### config.mk
export PLATFORM = sky130hd
export DESIGN_NAME = linear_resampler_gain_peak_core
export DESIGN_NICKNAME = d
export VERILOG_FILES = /design/src/sv/lrgp_pkg.sv /design/src/sv/linear_resampler_gain_peak_core.sv
export SDC_FILE = /design/constraint.sdc
export NUM_CORES = 1
export LEC_CHECK = 0
export BUFFER_PORTS_ARGS = -buffer_cell sky130_fd_sc_hd__buf_2
export CAP_MARGIN = 20
export CELL_PAD_IN_SITES_DETAIL_PLACEMENT = 0
export CELL_PAD_IN_SITES_GLOBAL_PLACEMENT = 1
export CORE_ASPECT_RATIO = 0.5
export CORE_UTILIZATION = 50
export CTS_BUF_LIST = sky130_fd_sc_hd__clkbuf_16
export DETAILED_ROUTE_END_ITERATION = 8
export PLACE_DENSITY_LB_ADDON = 0.15
export RECOVER_POWER = 50
export SYNTH_ARGS = -nofsm -noshare
export SYNTH_HDL_FRONTEND = slang
export SYNTH_SLANG_ARGS = --single-unit
### constraint.sdc
create_clock -name i_clk -period 9.9 [get_ports i_clk]
set_clock_uncertainty 0.05 [all_clocks]
set_input_delay 2.475 -clock i_clk [delete_from_list [all_inputs] [get_ports i_clk]]
set_output_delay 2.475 -clock i_clk [all_outputs]
set_load 0.05 [all_outputs]
### src/sv/lrgp_pkg.sv
// types, constants and register indexes of the linear resampler with gain and peak
`default_nettype none

package lrgp_pkg;

    localparam int SAMPLE_W  = 16;
    localparam int BLOCK_LEN = 256;
    localparam int RATIO_W   = 20;
    localparam int GAIN_W    = 16;
    localparam int CFG_IDX_W = 1;
    localparam int CFG_DATA_W = 20;
    localparam int CNT_W     = $clog2(BLOCK_LEN + 1);

    localparam logic [RATIO_W-1:0] RATIO_MIN = RATIO_W'(8192);
    localparam logic [RATIO_W-1:0] RATIO_MAX = RATIO_W'(524288);
    localparam logic [RATIO_W-1:0] PHASE_ONE = RATIO_W'(65536);
    localparam logic [RATIO_W-1:0] RATIO_RST = RATIO_W'(65536);
    localparam logic [GAIN_W-1:0]  GAIN_RST  = GAIN_W'(32768);

    localparam logic [CFG_IDX_W-1:0] CFG_RATIO = 1'b0;
    localparam logic [CFG_IDX_W-1:0] CFG_GAIN  = 1'b1;

    typedef struct packed {
        logic signed [SAMPLE_W-1:0] in_sample;
        logic                       end_of_sound;
    } t_in;

    typedef struct packed {
        logic signed [SAMPLE_W-1:0] out_sample;
        logic                       block_last;
        logic signed [SAMPLE_W-1:0] block_peak;
        logic                       sound_done;
    } t_out;

endpackage

`default_nettype wire

### src/sv/linear_resampler_gain_peak_core.sv
// top level: linear interpolation resampler with volume gain and block peak
`default_nettype none

// Mono samples enter one per transfer; each gives zero to eight interpolated
// outputs (one more on end of sound), each scaled by the volume gain and
// saturated, with the largest-magnitude output of every block of BLOCK_LEN
// outputs (fewer at end of sound) reported on that block's last output. One
// 17x17 multiplier is shared by interpolation and gain under a small
// sequencer: the first sample of a sound is only held, any other input passes
// S_LOOP, then S_INTERP, S_GAIN and S_EMIT per output, and the end-of-sound
// output passes S_FINAL, S_GAIN and S_EMIT; S_EMIT waits while the output
// side stalls. The input is not taken while an item is in work; the output
// register lets the next output be computed while the previous one waits.
module linear_resampler_gain_peak_core (
    input  wire                                 i_clk,
    input  wire                                 i_rst_n,
    input  wire                                 i_cfg_we,
    input  wire  [lrgp_pkg::CFG_IDX_W-1:0]      i_cfg_index,
    input  wire  [lrgp_pkg::CFG_DATA_W-1:0]     i_cfg_data,
    input  wire                                 i_in_valid,
    output logic                                o_in_stall,
    input  wire  lrgp_pkg::t_in                 i_in_data,
    output logic                                o_out_valid,
    input  wire                                 i_out_stall,
    output lrgp_pkg::t_out                      o_out_data
);
    import lrgp_pkg::*;

    localparam int DIFF_W = SAMPLE_W + 1;
    localparam int PROD_W = 2 * DIFF_W;
    localparam int INT_W  = PROD_W - 16;
    localparam int GV_W   = PROD_W - 15;

    localparam logic signed [GV_W-1:0] SMAX = GV_W'((1 << (SAMPLE_W - 1)) - 1);
    localparam logic signed [GV_W-1:0] SMIN = -SMAX - GV_W'(1);

    typedef enum logic [5:0] {
        S_IDLE   = 6'b000001,
        S_LOOP   = 6'b000010,
        S_INTERP = 6'b000100,
        S_GAIN   = 6'b001000,
        S_EMIT   = 6'b010000,
        S_FINAL  = 6'b100000
    } t_state;

    t_state                     r_state, n_state;
    logic [RATIO_W-1:0]         r_ratio, n_ratio;
    logic [GAIN_W-1:0]          r_gain, n_gain;
    logic signed [SAMPLE_W-1:0] r_prev, n_prev;
    logic signed [SAMPLE_W-1:0] r_cur, n_cur;
    logic                       r_eos, n_eos;
    logic [RATIO_W-1:0]         r_phase, n_phase;
    logic                       r_have_prev, n_have_prev;
    logic [CNT_W-1:0]           r_count, n_count;
    logic signed [SAMPLE_W-1:0] r_peak, n_peak;
    logic signed [DIFF_W-1:0]   r_samp, n_samp;
    logic                       r_done, n_done;
    logic signed [PROD_W-1:0]   r_prod, n_prod;
    logic                       r_out_valid, n_out_valid;
    t_out                       r_out, n_out;

    logic [RATIO_W-1:0]         ratio_clamped;
    logic signed [DIFF_W-1:0]   mul_a, mul_b;
    logic signed [PROD_W-1:0]   mul_p;
    logic signed [PROD_W-1:0]   int_rnd;
    logic signed [INT_W-1:0]    int_sum;
    logic signed [PROD_W-1:0]   g_rnd;
    logic signed [GV_W-1:0]     g_val;
    logic signed [SAMPLE_W-1:0] g_sat;
    logic signed [SAMPLE_W-1:0] peak_next;
    logic [CNT_W-1:0]           count_inc;
    logic                       last;

    function automatic logic [SAMPLE_W:0] mag(input logic signed [SAMPLE_W-1:0] v);
        logic signed [SAMPLE_W:0] w;
        w = {v[SAMPLE_W-1], v};
        return v[SAMPLE_W-1] ? $unsigned(-w) : $unsigned(w);
    endfunction

    always_comb begin
        if (r_ratio < RATIO_MIN) begin
            ratio_clamped = RATIO_MIN;
        end else if (r_ratio > RATIO_MAX) begin
            ratio_clamped = RATIO_MAX;
        end else begin
            ratio_clamped = r_ratio;
        end
    end

    // shared multiplier: source difference times phase fraction, or sample times gain
    always_comb begin
        if (r_state == S_GAIN) begin
            mul_a = r_samp;
            mul_b = $signed({1'b0, r_gain});
        end else begin
            mul_a = $signed({r_cur[SAMPLE_W-1], r_cur}) - $signed({r_prev[SAMPLE_W-1], r_prev});
            mul_b = $signed({1'b0, r_phase[15:0]});
        end
        mul_p = mul_a * mul_b;
    end

    // round half up, then back into sample range
    assign int_rnd = r_prod + PROD_W'(32768);
    assign int_sum = $signed(int_rnd[PROD_W-1:16]) + INT_W'(r_prev);

    assign g_rnd = r_prod + PROD_W'(16384);
    assign g_val = $signed(g_rnd[PROD_W-1:15]);

    always_comb begin
        if (g_val > SMAX) begin
            g_sat = SAMPLE_W'(SMAX);
        end else if (g_val < SMIN) begin
            g_sat = SAMPLE_W'(SMIN);
        end else begin
            g_sat = g_val[SAMPLE_W-1:0];
        end
    end

    assign peak_next = (mag(g_sat) > mag(r_peak)) ? g_sat : r_peak;
    assign count_inc = r_count + CNT_W'(1);
    assign last      = r_done || (count_inc >= CNT_W'(BLOCK_LEN));

    always_comb begin
        n_state     = r_state;
        n_ratio     = r_ratio;
        n_gain      = r_gain;
        n_prev      = r_prev;
        n_cur       = r_cur;
        n_eos       = r_eos;
        n_phase     = r_phase;
        n_have_prev = r_have_prev;
        n_count     = r_count;
        n_peak      = r_peak;
        n_samp      = r_samp;
        n_done      = r_done;
        n_prod      = r_prod;
        n_out_valid = r_out_valid;
        n_out       = r_out;

        if (i_cfg_we) begin
            unique case (i_cfg_index)
                CFG_RATIO: n_ratio = i_cfg_data[RATIO_W-1:0];
                CFG_GAIN:  n_gain  = i_cfg_data[GAIN_W-1:0];
                default:   n_gain  = r_gain;
            endcase
        end

        if (r_out_valid && !i_out_stall) begin
            n_out_valid = 1'b0;
        end

        unique case (r_state)
            S_IDLE: begin
                if (i_in_valid) begin
                    n_cur = i_in_data.in_sample;
                    n_eos = i_in_data.end_of_sound;
                    if (r_have_prev) begin
                        n_state = S_LOOP;
                    end else begin
                        // first sample of a sound is only held
                        n_have_prev = 1'b1;
                        n_phase     = '0;
                        n_prev      = i_in_data.in_sample;
                        n_state     = i_in_data.end_of_sound ? S_FINAL : S_IDLE;
                    end
                end
            end
            S_LOOP: begin
                if (r_phase < PHASE_ONE) begin
                    n_prod  = mul_p;
                    n_state = S_INTERP;
                end else begin
                    n_phase = r_phase - PHASE_ONE;
                    n_prev  = r_cur;
                    n_state = r_eos ? S_FINAL : S_IDLE;
                end
            end
            S_INTERP: begin
                n_samp  = int_sum[DIFF_W-1:0];
                n_state = S_GAIN;
            end
            S_GAIN: begin
                n_prod  = mul_p;
                n_state = S_EMIT;
            end
            S_EMIT: begin
                if (!r_out_valid || !i_out_stall) begin
                    n_out_valid        = 1'b1;
                    n_out.out_sample   = g_sat;
                    n_out.block_last   = last;
                    n_out.block_peak   = last ? peak_next : '0;
                    n_out.sound_done   = r_done;
                    if (last) begin
                        n_count = '0;
                        n_peak  = '0;
                    end else begin
                        n_count = count_inc;
                        n_peak  = peak_next;
                    end
                    if (r_done) begin
                        n_prev      = '0;
                        n_phase     = '0;
                        n_have_prev = 1'b0;
                        n_count     = '0;
                        n_peak      = '0;
                        n_done      = 1'b0;
                        n_state     = S_IDLE;
                    end else begin
                        n_phase = r_phase + ratio_clamped;
                        n_state = S_LOOP;
                    end
                end
            end
            S_FINAL: begin
                n_samp  = {r_cur[SAMPLE_W-1], r_cur};
                n_done  = 1'b1;
                n_state = S_GAIN;
            end
            default: n_state = S_IDLE;
        endcase
    end

    always_ff @(posedge i_clk) begin
        if (!i_rst_n) begin
            r_state     <= S_IDLE;
            r_ratio     <= RATIO_RST;
            r_gain      <= GAIN_RST;
            r_prev      <= '0;
            r_phase     <= '0;
            r_have_prev <= 1'b0;
            r_count     <= '0;
            r_peak      <= '0;
            r_done      <= 1'b0;
            r_out_valid <= 1'b0;
        end else begin
            r_state     <= n_state;
            r_ratio     <= n_ratio;
            r_gain      <= n_gain;
            r_prev      <= n_prev;
            r_phase     <= n_phase;
            r_have_prev <= n_have_prev;
            r_count     <= n_count;
            r_peak      <= n_peak;
            r_done      <= n_done;
            r_out_valid <= n_out_valid;
        end
    end

    always_ff @(posedge i_clk) begin
        r_cur  <= n_cur;
        r_eos  <= n_eos;
        r_samp <= n_samp;
        r_prod <= n_prod;
        r_out  <= n_out;
    end

    assign o_in_stall  = (r_state != S_IDLE);
    assign o_out_valid = r_out_valid;
    assign o_out_data  = r_out;

endmodule

`default_nettype wire
-- Word-level counts from Yosys, hierarchy flattened
Index checks and enable logic that the tools add are counted.
- magnitude comparators: 7
- equal/unequal tests: 13
- $mul: 1
- mux-type cells: 45
- bitwise logic cells: 1
- add/sub/neg operators: 9
- reduce and logical (&&, ||, !) cells: 21
- operators with widths (kind ; number):
    2-to-1 mux 16 bit ; 11
    2-to-1 mux 20 bit ; 7
    one-hot mux 34 bit (2 select lines) ; 1
    one-hot mux 20 bit (3 select lines) ; 1
    2-to-1 mux 17 bit ; 3
    one-hot mux 16 bit (3 select lines) ; 1
    2-to-1 mux 6 bit ; 6
    adder 34 x 16 -> 34 bit, second input constant ; 1
    multiplier 17 x 17 -> 34 bit ; 1
    2-to-1 mux 34 bit ; 1
    negation 16 -> 17 bit ; 2
    one-hot mux 17 bit (2 select lines) ; 1
    adder 33 x 17 -> 33 bit, second input constant ; 1
    one-hot mux 6 bit (5 select lines) ; 1
    adder 20 bit ; 1
    > comparator 20 bit, second input constant ; 1
    < comparator 20 x 14 -> 1 bit, second input constant ; 1
    < comparator 20 x 17 -> 1 bit, second input constant ; 1
    subtractor 20 x 17 -> 20 bit, second input constant ; 1
    > comparator 19 x 16 -> 1 bit, second input constant ; 1
    < comparator 19 x 16 -> 1 bit, second input constant ; 1
    2-to-1 mux 9 bit ; 2
    adder 17 x 16 -> 17 bit ; 1
    > comparator 17 bit ; 1
    other kinds (25) ; 48
- output and inout port bits: 36
- logic and storage cells: 115
- register bits after elaboration: 208

-- Longest topological paths before layout
Gate-level depths: netlist of the first run.
- depth after elaboration: 10
- depth in mapped cells: 35
- gate-level depth less buffers: 34

-- Worst setup path before layout of the first run
No wires, ideal clock.
- kind: register to register
- start: reg r_cur[0]
- end: reg r_prod[33] (data pin)
- stages on the path, launching flop included: 33
- arrival: 8090 ps
- buffers on the path: 1
- library setup time: 266 ps
- path slack: 1494 ps
- path through: edfxtp_1 > inv_1 > ha_1 > fa_1 > nor2b_1 > o21ai_0 > a21boi_0 > o21ai_0 > a211o_1 > nand3_1 > nand4_1 > a31oi_1 > clkbuf_1 > nor3_1 > fa_1 > inv_1 > fa_1 > inv_1 > fa_1 > fa_1 > fa_1 > inv_1 > fa_1 > inv_1 > ha_1 > and3_1 > a311o_1 > a21oi_1 > and3_1 > nor3_1 > a41o_1 > o41ai_1 > xnor2_1
- longest elaborated chain between the ends: 5
- RTL lines (item ; RTL line ; text):
    from (decl) ; linear_resampler_gain_peak_core.sv:50 ; logic signed [SAMPLE_W-1:0] r_cur, n_cur;
    from (signal assigned) ; linear_resampler_gain_peak_core.sv:250 ; r_cur <= n_cur;
    subtractor 16 x 16 -> 17 bit * ; linear_resampler_gain_peak_core.sv:96 ; mul_a = $signed({r_cur[SAMPLE_W-1], r_cur}) - $signed({r_prev[SAMPLE_W-1], r_prev});
    2-to-1 mux 17 bit * ; linear_resampler_gain_peak_core.sv:92 ; if (r_state == S_GAIN) begin
    multiplier 17 x 17 -> 34 bit * ; linear_resampler_gain_peak_core.sv:99 ; mul_p = mul_a * mul_b;
    named net mul_p[33] ; linear_resampler_gain_peak_core.sv:64 ; logic signed [PROD_W-1:0] mul_p;
    2-to-1 mux 34 bit ; linear_resampler_gain_peak_core.sv:169 ; if (r_phase < PHASE_ONE) begin
    one-hot mux 34 bit (2 select lines) * ; linear_resampler_gain_peak_core.sv:152 ; unique case (r_state)
    to (signal assigned) ; linear_resampler_gain_peak_core.sv:253 ; r_prod <= n_prod;
    to (decl) ; linear_resampler_gain_peak_core.sv:58 ; logic signed [PROD_W-1:0] r_prod, n_prod;
Mark *: on every way through the listed nets, which the timed path passes. The rest lies on a longest branch. The select of a mux whose other input is x is not followed.
A chain may end at the register's enable or synchronous reset.

-- Final worst setup path of the first run
- start: reg r_prev[1]
- end: reg r_prod[33] (data pin)
- longest elaborated chain between the ends: 5
- RTL lines (item ; RTL line ; text):
    from (decl) ; linear_resampler_gain_peak_core.sv:49 ; logic signed [SAMPLE_W-1:0] r_prev, n_prev;
    from (signal assigned) ; linear_resampler_gain_peak_core.sv:239 ; r_prev <= n_prev;
    subtractor 16 x 16 -> 17 bit * ; linear_resampler_gain_peak_core.sv:96 ;
    2-to-1 mux 17 bit * ; linear_resampler_gain_peak_core.sv:92 ;
    multiplier 17 x 17 -> 34 bit * ; linear_resampler_gain_peak_core.sv:99 ;
    named net mul_p[33] ; linear_resampler_gain_peak_core.sv:64 ;
    2-to-1 mux 34 bit ; linear_resampler_gain_peak_core.sv:169 ;
    one-hot mux 34 bit (2 select lines) * ; linear_resampler_gain_peak_core.sv:152 ;
Marked as above.

==> flow_summary.html, run 1 <==
<table>
<tr><th>Metric</th><th>Value</th></tr>
<tr><th colspan="2">Power</th></tr>
<tr><td>Clk pwr share</td><td>25.2%</td></tr>
<tr><td>Worst VDD drop</td><td>113.5 µV</td></tr>
<tr><td>Internal power summed over all cells</td><td>1.622 mW</td></tr>
<tr><td>Power share of the combinational group</td><td>42.3%</td></tr>
<tr><td>Leakage dissipation</td><td>11.35 nW</td></tr>
<tr><td>Switching Fraction</td><td>44.06%</td></tr>
<tr><td>NetSw</td><td>1.277 mW</td></tr>
<tr><td>Fraction of power consumed by sequential logic</td><td>32.5%</td></tr>
<tr><td>PD cells</td><td>118.0 mW/mm²</td></tr>
<tr><th colspan="2">Floorplanning</th></tr>
<tr><td>Placeable core region</td><td>0.04528 mm²</td></tr>
<tr><td>DIE HEIGHT</td><td>153.7 µm</td></tr>
<tr><td>Area enclosed by the die boundary</td><td>0.04694 mm²</td></tr>
<tr><td>Width of the chip</td><td>305.4 µm</td></tr>
<tr><td>Initial core utilization</td><td>50.83%</td></tr>
<tr><td>Top-level I/O count</td><td>79</td></tr>
<tr><td>Std cell rows</td><td>55</td></tr>
<tr><th colspan="2">Timing</th></tr>
<tr><td>Post-route fraction of the period consumed by the critical path</td><td>93.67%</td></tr>
<tr><td>Hold violation count in the final report</td><td>0</td></tr>
<tr><td>Setup repair after global routing missed its margin</td><td>no</td></tr>
<tr><td>Total negative slack for setup checks</td><td>0 ps</td></tr>
<tr><td>Number of pins exceeding their max-slew limit in the final report</td><td>124</td></tr>
<tr><td>Number of setup violations in the final report</td><td>0</td></tr>
<tr><td>Achievable Freq</td><td>0.1078 GHz</td></tr>
<tr><td>Max-slew headroom at the worst pin</td><td>-190.8%</td></tr>
<tr><td>Least-Margin Pin Slew</td><td>4363 ps</td></tr>
<tr><td>Period minus WS final</td><td>9273 ps</td></tr>
<tr><th colspan="2">Routing</th></tr>
<tr><td>Remaining design rule violation count</td><td>0</td></tr>
<tr><td>Number of nets still failing antenna checks after routing</td><td>0</td></tr>
<tr><td>First DRT Iteration DRCs</td><td>1477</td></tr>
<tr><td>Detail-routed net length per standard cell</td><td>20.15 µm</td></tr>
<tr><td>Total routed wirelength</td><td>67.50 mm</td></tr>
<tr><td>Post-DR vias/cell</td><td>5.704</td></tr>
<tr><td>Vias</td><td>19110</td></tr>
<tr><td>Number of iterations in the first detailed-routing pass</td><td>5</td></tr>
<tr><th colspan="2">Logic synthesis</th></tr>
<tr><td>Cell with the most instances after synthesis</td><td>sky130_fd_sc_hd__inv_1</td></tr>
<tr><td>Most instantiated cells after synthesis</td><td>sky130_fd_sc_hd__inv_1, sky130_fd_sc_hd__nand2_1, sky130_fd_sc_hd__nor2_1</td></tr>
<tr><td>Register bit count reported by yosys</td><td>194</td></tr>
<tr><td>Post-synthesis async set-or-reset flop share</td><td>0%</td></tr>
<tr><td>Count of flip-flops with a built-in enable after synthesis</td><td>88</td></tr>
<tr><td>Sequential cell area fraction in the yosys report</td><td>20.70%</td></tr>
<tr><td>Number of different library cells in the post-synthesis netlist</td><td>85</td></tr>
<tr><td>Top cells by area, synth</td><td>sky130_fd_sc_hd__fa_1, sky130_fd_sc_hd__edfxtp_1, sky130_fd_sc_hd__dfxtp_1</td></tr>
<tr><td>Total number of yosys warnings</td><td>0</td></tr>
<tr><td>Synth area leader</td><td>sky130_fd_sc_hd__fa_1</td></tr>
<tr><td>Most used DFF post-synth</td><td>sky130_fd_sc_hd__dfxtp_1</td></tr>
<tr><td>Number of cells produced by synthesis</td><td>2716</td></tr>
<tr><td>Cell Area, Synth</td><td>0.02301 mm²</td></tr>
<tr><td>Top cell type's share of synthesized area</td><td>23.83%</td></tr>
<tr><td>Syn Area/Cell</td><td>8.474 µm²</td></tr>
<tr><td>Net count after synthesis</td><td>3192</td></tr>
<tr><th colspan="2">CTS</th></tr>
<tr><td>Hold buffer count at cts</td><td>0</td></tr>
<tr><td>Number of post-CTS setup repair buffers</td><td>0</td></tr>
<tr><td>TritonCTS Buffers</td><td>17</td></tr>
<tr><td>Post-CTS resize count</td><td>0</td></tr>
<tr><td>Clock-pin transition on the worst setup and hold timing paths</td><td>80 ps</td></tr>
<tr><td># H-tree levels</td><td>4</td></tr>
<tr><td>CTS tree</td><td>yes</td></tr>
<tr><td>Worst skew pair latency</td><td>470 ps</td></tr>
<tr><td>Clk sink count</td><td>194</td></tr>
<tr><td>Number of buffers on the longest clock path</td><td>2</td></tr>
<tr><td>Clock Tree Root</td><td>sky130_fd_sc_hd__clkbuf_16</td></tr>
<tr><th colspan="2">Global routing</th></tr>
<tr><td>Antenna violations before repair</td><td>0</td></tr>
<tr><td>Maximum number of pins on one net before global-route repair</td><td>94</td></tr>
<tr><td>Overall routing resource usage</td><td>29.38%</td></tr>
<tr><td>Via count of the first global-routing pass</td><td>18590</td></tr>
<tr><td>Global route overflow</td><td>0</td></tr>
<tr><td>Global-route wire length before repair</td><td>105.8 mm</td></tr>
<tr><th colspan="2">Run status</th></tr>
<tr><td>Result of the run</td><td>finished, violations left</td></tr>
<tr><td>Failing checks</td><td>max-capacitance violations, max-slew violations</td></tr>
<tr><th colspan="2">Finish</th></tr>
<tr><td>Proportion of layout cells with a drive suffix above 1</td><td>5.596%</td></tr>
<tr><td>Antenna fix cells</td><td>0</td></tr>
<tr><td>Area taken by multi-input logic gates</td><td>0.01630 mm²</td></tr>
<tr><td>Final Net Count</td><td>3215</td></tr>
<tr><td>Growth of design area from synthesis to finish</td><td>6.763%</td></tr>
<tr><td>Register cell area after layout</td><td>0.004765 mm²</td></tr>
<tr><td>Layout filler cell count</td><td>4312</td></tr>
<tr><td>Core occupancy in the finished layout</td><td>54.26%</td></tr>
<tr><th colspan="2">Worst setup path</th></tr>
<tr><td>Setup Crit Path Kind</td><td>reg2reg</td></tr>
<tr><td>Data arrival at the endpoint of the critical path</td><td>9420 ps</td></tr>
<tr><td>Startpoint class of the critical path</td><td>flop</td></tr>
<tr><td>Required time at the worst-slack endpoint</td><td>10050 ps</td></tr>
<tr><td>Most frequent cell on the critical path</td><td>sky130_fd_sc_hd__fa_1</td></tr>
<tr><td>Worst path slowest cell</td><td>sky130_fd_sc_hd__fa_1</td></tr>
<tr><td>Crit path capture type</td><td>flop</td></tr>
<tr><td>Peak fanout along the critical path</td><td>10</td></tr>
<tr><td>Delay of the slowest cell on the worst path</td><td>600 ps</td></tr>
<tr><th colspan="2">Placement</th></tr>
<tr><td>HPWL reported at the end of detailed placement</td><td>54.50 mm</td></tr>
<tr><td>Number of buffers inserted by port buffering</td><td>78</td></tr>
<tr><td>Final weighted congestion of routability-driven global placement</td><td>0.9199</td></tr>
<tr><th colspan="2">Run</th></tr>
<tr><td>Number of max-capacitance violations reported</td><td>2</td></tr>
<tr><th colspan="2">Min path</th></tr>
<tr><td>Class of the most critical hold timing path</td><td>reg2reg</td></tr>
</table>
==> final cells by class <==
| cell class | instances | share of cell area, % |
|---|---|---|
| Sequential cell | 194 | 19.39 |
| Clock inverter | 15 | 0.7893 |
| Tap cell | 598 | 3.045 |
| Clock buffer | 17 | 1.731 |
| Timing Repair Buffer | 122 | 2.668 |
| Multi-Input combinational cell | 2010 | 66.36 |
| Inverter | 394 | 6.019 |
==> state kept, by name, summed over array words and instances, names as in the netlist, 9 cells and up <==
name and flops:
r_gain 16, r_prev 16, r_cur 16, r_peak 16
o_out_data 34, r_count 9, r_prod 20, r_phase 20
r_ratio 20, r_samp 17
==> power by group through the flow <==
stage / logic [mW] / registers, mW / clock network, mW
5_1_grt: 1.33 / 0.947 / 0.772
4_1_cts: 1.21 / 0.939 / 0.742
3_5_place_dp: 1.20 / 0.958 / 0
2_1_floorplan: 0.803 / 0.935 / 0
3_3_place_gp: 1.19 / 0.957 / 0
6_report: 1.23 / 0.941 / 0.730
==> worst max-delay path, delay by kind of cell (launching register included) <==
family	cells	cell delay, ps
xor gates and xnor gates	2	580
DFF	1	460
AOI/OAI and AO/OA	12	3040
adders and majority gates	8	3710
buffers and inverters	5	360
and+or+nand+nor	4	780
==> per-stage QoR <==
step                instances  area (µm²)  setup slack [ps]  power (mW)  hold WS [ps]
floorplan                2716       23010              1494       1.737         356.4
global placement         3318       24040             841.7       2.151         408.2
detailed placement       3318       24040             680.5       2.156         411.8
CTS                      3350       24660             670.7       2.886         421.2
global route             3350       24570             108.0       3.051         435.2
finish                   3350       24570             626.8       2.899         423.3
==> worst paths after layout <==
check	to	start	slack [ps]	cells after the start
worst max-delay path	r_prod[33]	r_prev[1]	630	31
worst min-delay path	r_ratio[2]	r_ratio[2]	420	2
worst max register to register	r_prod[33]	r_prev[1]	630	31
worst min register to register	r_ratio[2]	r_ratio[2]	420	2
==> per-layer routing <==
layer | up-vias | routed length [µm] | global-route usage [%]
li1 | 9054 | - | -
met1 | 9327 | 32190 | 43.45
met2 | 638 | 27870 | 42.16
met3 | 88 | 6060 | 7.829
met4 | 0 | 1384 | 7.681
met5 | - | 0 | 0
==> kinds of logic after synthesis <==
kind of cell	count (synthesis)	share of synthesized area [%]
adders and majority gates	439	32.74
and+or+nand+nor	993	19.81
buffers and inverters	512	8.524
AOI/OAI and AO/OA	429	12.43
muxes	26	1.158
other	2	0.03263
xor gates and xnor gates	121	4.605
DFF	194	20.70
==> placed cells by master, fill, tap and decap left out, types with 38 or more instances in the layout <==
cell / Yosys / routed
sky130_fd_sc_hd__o21ai_0: 61 / 60
sky130_fd_sc_hd__clkbuf_1: 99 / 52
sky130_fd_sc_hd__nand2_1: 348 / 348
sky130_fd_sc_hd__buf_4: 6 / 38
sky130_fd_sc_hd__dfxtp_1: 106 / 106
sky130_fd_sc_hd__a21oi_1: 133 / 133
sky130_fd_sc_hd__fa_1: 274 / 274
sky130_fd_sc_hd__xor2_1: 47 / 47
sky130_fd_sc_hd__nor3_1: 64 / 61
sky130_fd_sc_hd__ha_1: 159 / 159
sky130_fd_sc_hd__nand3_1: 82 / 82
sky130_fd_sc_hd__edfxtp_1: 88 / 88
sky130_fd_sc_hd__nor2_1: 276 / 276
sky130_fd_sc_hd__inv_1: 393 / 392
sky130_fd_sc_hd__xnor2_1: 74 / 74
Power figures use the tool's default switching activity.
==> inputs of run 2 (changes only) <==
--- a/config.mk
+++ b/config.mk
@@ -14,7 +14,9 @@
 export CTS_BUF_LIST = sky130_fd_sc_hd__clkbuf_16
 export DETAILED_ROUTE_END_ITERATION = 8
 export PLACE_DENSITY_LB_ADDON = 0.15
-export RECOVER_POWER = 50
+export RECOVER_POWER = 25
+export SETUP_SLACK_MARGIN = 0.2
 export SYNTH_ARGS = -nofsm -noshare
 export SYNTH_HDL_FRONTEND = slang
 export SYNTH_SLANG_ARGS = --single-unit
+export TNS_END_PERCENT = 5
==> run 2 against run 1 <==
  * The flow still finishes with violations (max-capacitance violations, max-slew violations)
  * Clock power is essentially flat
  * Non-clock buffer count is the same
  * Count of clock-buffer cells in the layout stayed put
  * Power up 0.24%
  * Critical endpoint unchanged
==> flow_summary.html, run 2 (synthesis results as in run 1) <==
<table>
<tr><th>Metric</th><th>Value</th></tr>
<tr><th colspan="2">Min path</th></tr>
<tr><td>Min-delay src</td><td>r_ratio[2] (unchanged)</td></tr>
<tr><td>Endpoint with the worst hold slack</td><td>r_ratio[2] (unchanged)</td></tr>
<tr><td>Hold depth</td><td>2 (unchanged)</td></tr>
<tr><td>Class of the most critical hold timing path</td><td>reg2reg (unchanged)</td></tr>
<tr><th colspan="2">Power</th></tr>
<tr><td>Fraction of power consumed by sequential logic</td><td>32.4% (was 32.5%)</td></tr>
<tr><td>Clk pwr share</td><td>25.1% (was 25.2%)</td></tr>
<tr><td>PD cells</td><td>117.9 mW/mm² (was 118.0 mW/mm²)</td></tr>
<tr><td>NetSw</td><td>1.280 mW (was 1.277 mW)</td></tr>
<tr><td>Switching Fraction</td><td>44.05% (was 44.06%)</td></tr>
<tr><td>Internal power summed over all cells</td><td>1.626 mW (was 1.622 mW)</td></tr>
<tr><td>Power share of the combinational group</td><td>42.5% (was 42.3%)</td></tr>
<tr><td>Total power after layout</td><td>2.906 mW (was 2.899 mW)</td></tr>
<tr><td>Leakage dissipation</td><td>11.44 nW (was 11.35 nW)</td></tr>
<tr><td>Worst VDD drop</td><td>113.2 µV (was 113.5 µV)</td></tr>
<tr><th colspan="2">Finish</th></tr>
<tr><td>Register cell area after layout</td><td>0.004765 mm² (unchanged)</td></tr>
<tr><td>Antenna fix cells</td><td>0 (unchanged)</td></tr>
<tr><td>Layout filler cell count</td><td>4305 (was 4312)</td></tr>
<tr><td>Final Net Count</td><td>3215 (unchanged)</td></tr>
<tr><td>Growth of design area from synthesis to finish</td><td>7.078% (was 6.763%)</td></tr>
<tr><td>Max FFs per register</td><td>34 (unchanged)</td></tr>
<tr><td>Core occupancy in the finished layout</td><td>54.42% (was 54.26%)</td></tr>
<tr><td>Commonest non-fill, non-tap cells in the layout</td><td>sky130_fd_sc_hd__inv_1, sky130_fd_sc_hd__nand2_1, sky130_fd_sc_hd__nor2_1 (unchanged)</td></tr>
<tr><td>Most common cell after layout, fill and taps aside</td><td>sky130_fd_sc_hd__inv_1 (unchanged)</td></tr>
<tr><td>Area taken by multi-input logic gates</td><td>0.01634 mm² (was 0.01630 mm²)</td></tr>
<tr><td>Proportion of layout cells with a drive suffix above 1</td><td>6.831% (was 5.596%)</td></tr>
<tr><td>Fin cells</td><td>3350 (unchanged)</td></tr>
<tr><th colspan="2">CTS</th></tr>
<tr><td># H-tree levels</td><td>4 (unchanged)</td></tr>
<tr><td>CTS tree</td><td>yes (unchanged)</td></tr>
<tr><td>Clock-pin transition on the worst setup and hold timing paths</td><td>80 ps (about the same)</td></tr>
<tr><td>Clk sink count</td><td>194 (unchanged)</td></tr>
<tr><td>TritonCTS Buffers</td><td>17 (unchanged)</td></tr>
<tr><td>Number of post-CTS setup repair buffers</td><td>0 (unchanged)</td></tr>
<tr><td>Hold buffer count at cts</td><td>0 (unchanged)</td></tr>
<tr><td>Number of buffers on the longest clock path</td><td>2 (unchanged)</td></tr>
<tr><td>Worst skew pair latency</td><td>470 ps (about the same)</td></tr>
<tr><td>Clock Tree Root</td><td>sky130_fd_sc_hd__clkbuf_16 (unchanged)</td></tr>
<tr><th colspan="2">Routing</th></tr>
<tr><td>Remaining design rule violation count</td><td>0 (unchanged)</td></tr>
<tr><td>Number of iterations in the first detailed-routing pass</td><td>6 (was 5)</td></tr>
<tr><td>Total routed wirelength</td><td>67.58 mm (was 67.50 mm)</td></tr>
<tr><td>Detail-routed net length per standard cell</td><td>20.17 µm (was 20.15 µm)</td></tr>
<tr><td>Number of nets still failing antenna checks after routing</td><td>0 (unchanged)</td></tr>
<tr><td>Post-DR vias/cell</td><td>5.714 (was 5.704)</td></tr>
<tr><td>Vias</td><td>19140 (was 19110)</td></tr>
<tr><td>First DRT Iteration DRCs</td><td>1581 (was 1477)</td></tr>
<tr><th colspan="2">Run status</th></tr>
<tr><td>Result of the run</td><td>finished, violations left (unchanged)</td></tr>
<tr><td>Failing checks</td><td>max-capacitance violations, max-slew violations (unchanged)</td></tr>
<tr><th colspan="2">Global routing</th></tr>
<tr><td>Overall routing resource usage</td><td>29.38% (unchanged)</td></tr>
<tr><td>Global-route wire length before repair</td><td>105.8 mm (unchanged)</td></tr>
<tr><td>Maximum number of pins on one net before global-route repair</td><td>94 (unchanged)</td></tr>
<tr><td>Antenna violations before repair</td><td>0 (unchanged)</td></tr>
<tr><td>Via count of the first global-routing pass</td><td>18590 (unchanged)</td></tr>
<tr><td>Global route overflow</td><td>0 (unchanged)</td></tr>
<tr><th colspan="2">Floorplanning</th></tr>
<tr><td>Area enclosed by the die boundary</td><td>0.04694 mm² (unchanged)</td></tr>
<tr><td>Top-level I/O count</td><td>79 (unchanged)</td></tr>
<tr><td>Placeable core region</td><td>0.04528 mm² (unchanged)</td></tr>
<tr><td>DIE HEIGHT</td><td>153.7 µm (unchanged)</td></tr>
<tr><td>Initial core utilization</td><td>50.83% (unchanged)</td></tr>
<tr><td>Width of the chip</td><td>305.4 µm (unchanged)</td></tr>
<tr><td>Std cell rows</td><td>55 (unchanged)</td></tr>
<tr><th colspan="2">Worst setup path</th></tr>
<tr><td>Depth of the most critical reg-to-reg path</td><td>33 (was 31)</td></tr>
<tr><td>Setup Crit Path Kind</td><td>reg2reg (unchanged)</td></tr>
<tr><td>Data arrival at the endpoint of the critical path</td><td>9320 ps (was 9420 ps)</td></tr>
<tr><td>Peak fanout along the critical path</td><td>5 (was 10)</td></tr>
<tr><td>Most frequent cell on the critical path</td><td>sky130_fd_sc_hd__fa_1 (unchanged)</td></tr>
<tr><td>Delay of the slowest cell on the worst path</td><td>700 ps (was 600 ps)</td></tr>
<tr><td>Crit path capture type</td><td>flop (unchanged)</td></tr>
<tr><td>Required time at the worst-slack endpoint</td><td>10050 ps (about the same)</td></tr>
<tr><td>Startpoint of the worst-slack reg-to-reg timing path</td><td>r_cur[0] (was r_prev[1])</td></tr>
<tr><td>Worst path slowest cell</td><td>sky130_fd_sc_hd__fa_1 (unchanged)</td></tr>
<tr><td>Startpoint class of the critical path</td><td>flop (unchanged)</td></tr>
<tr><td>Reg-to-Reg End</td><td>r_prod[33] (unchanged)</td></tr>
<tr><td>Register-to-register path setup slack</td><td>720 ps (was 630 ps)</td></tr>
<tr><th colspan="2">Placement</th></tr>
<tr><td>Final weighted congestion of routability-driven global placement</td><td>0.9199 (unchanged)</td></tr>
<tr><td>HPWL reported at the end of detailed placement</td><td>54.50 mm (unchanged)</td></tr>
<tr><td>Dpl cells</td><td>3318 (unchanged)</td></tr>
<tr><td>Number of buffers inserted by port buffering</td><td>78 (unchanged)</td></tr>
<tr><th colspan="2">Timing</th></tr>
<tr><td>Hold violation count in the final report</td><td>0 (unchanged)</td></tr>
<tr><td>Period minus WS final</td><td>9177 ps (was 9273 ps)</td></tr>
<tr><td>Achievable Freq</td><td>0.1090 GHz (was 0.1078 GHz)</td></tr>
<tr><td>Post-route fraction of the period consumed by the critical path</td><td>92.69% (was 93.67%)</td></tr>
<tr><td>Total negative slack for setup checks</td><td>0 ps (unchanged)</td></tr>
<tr><td>Number of setup violations in the final report</td><td>0 (unchanged)</td></tr>
<tr><td>Max-slew headroom at the worst pin</td><td>-197.4% (was -190.8%)</td></tr>
<tr><td>Number of pins exceeding their max-slew limit in the final report</td><td>87 (was 124)</td></tr>
<tr><td>Fin Hold WS</td><td>422.5 ps (was 423.3 ps)</td></tr>
<tr><td>Least-Margin Pin Slew</td><td>4462 ps (was 4363 ps)</td></tr>
<tr><td>Setup repair after global routing missed its margin</td><td>no (unchanged)</td></tr>
<tr><th colspan="2">Run</th></tr>
<tr><td>Number of max-capacitance violations reported</td><td>1 (was 2)</td></tr>
</table>
-- run 2: worst max-delay path, delay by kind of cell (launching register included) --
kind	cells	cell delay [ps]
flops	1	330
compound gates	11	2770
fa+ha+maj	9	4250
buf+inv	6	550
xor+xnor	1	110
simple gates	6	860
-- run 2: how the worst max path moves through the flow --
stage,start,depth (start not counted),slack (ps),to
2_1_floorplan,r_cur[0],32,1490,r_prod[33]
3_3_place_gp,r_prev[1],32,840,r_prod[33]
3_5_place_dp,r_cur[0],32,680,r_prod[33]
4_1_cts,r_cur[0],32,670,r_prod[33]
5_1_grt,r_cur[0],33,220,r_prod[33]
6_report,r_cur[0],33,720,r_prod[33]
-- run 2: power by group through the flow --
stage	logic, mW	registers [mW]	clock network (mW)
finish	1.24	0.941	0.730
global route	1.34	0.947	0.772
CTS	1.21	0.939	0.742
detailed placement	1.20	0.958	0
global placement	1.19	0.957	0
floorplan	0.803	0.935	0
-- run 2: cell type report --
class                   instances  share of cell area [%]
multi-input cells            2010                   66.30
flip-flops and latches        194                   19.33
inverters                     394                   6.001
well taps                     598                   3.036
repair buffers                122                   2.818
clock buffers                  17                   1.726
clock inverters                15                  0.7870
-- run 2: through the flow --
stage / worst slack [ps] / area, µm²
global placement: 841.7 / 24040
global route: 215.1 / 24640
detailed placement: 680.5 / 24040
floorplan: 1494 / 23010
CTS: 670.7 / 24660
finish: 723.5 / 24640
-- run 2: timing repair --
item                       4_1_cts  5_1_grt
setup endpoints to repair        0        1
hold endpoints to repair         0        0
resized for setup                0        4
-- run 2: layer usage --
| layer | up-vias | global-route usage (%) | wire length, µm |
|---|---|---|---|
| li1 | 9047 | - | - |
| met1 | 9326 | 43.45 | 31950 |
| met2 | 674 | 42.16 | 27830 |
| met3 | 94 | 7.829 | 6374 |
| met4 | 0 | 7.681 | 1425 |
| met5 | - | 0 | 0 |
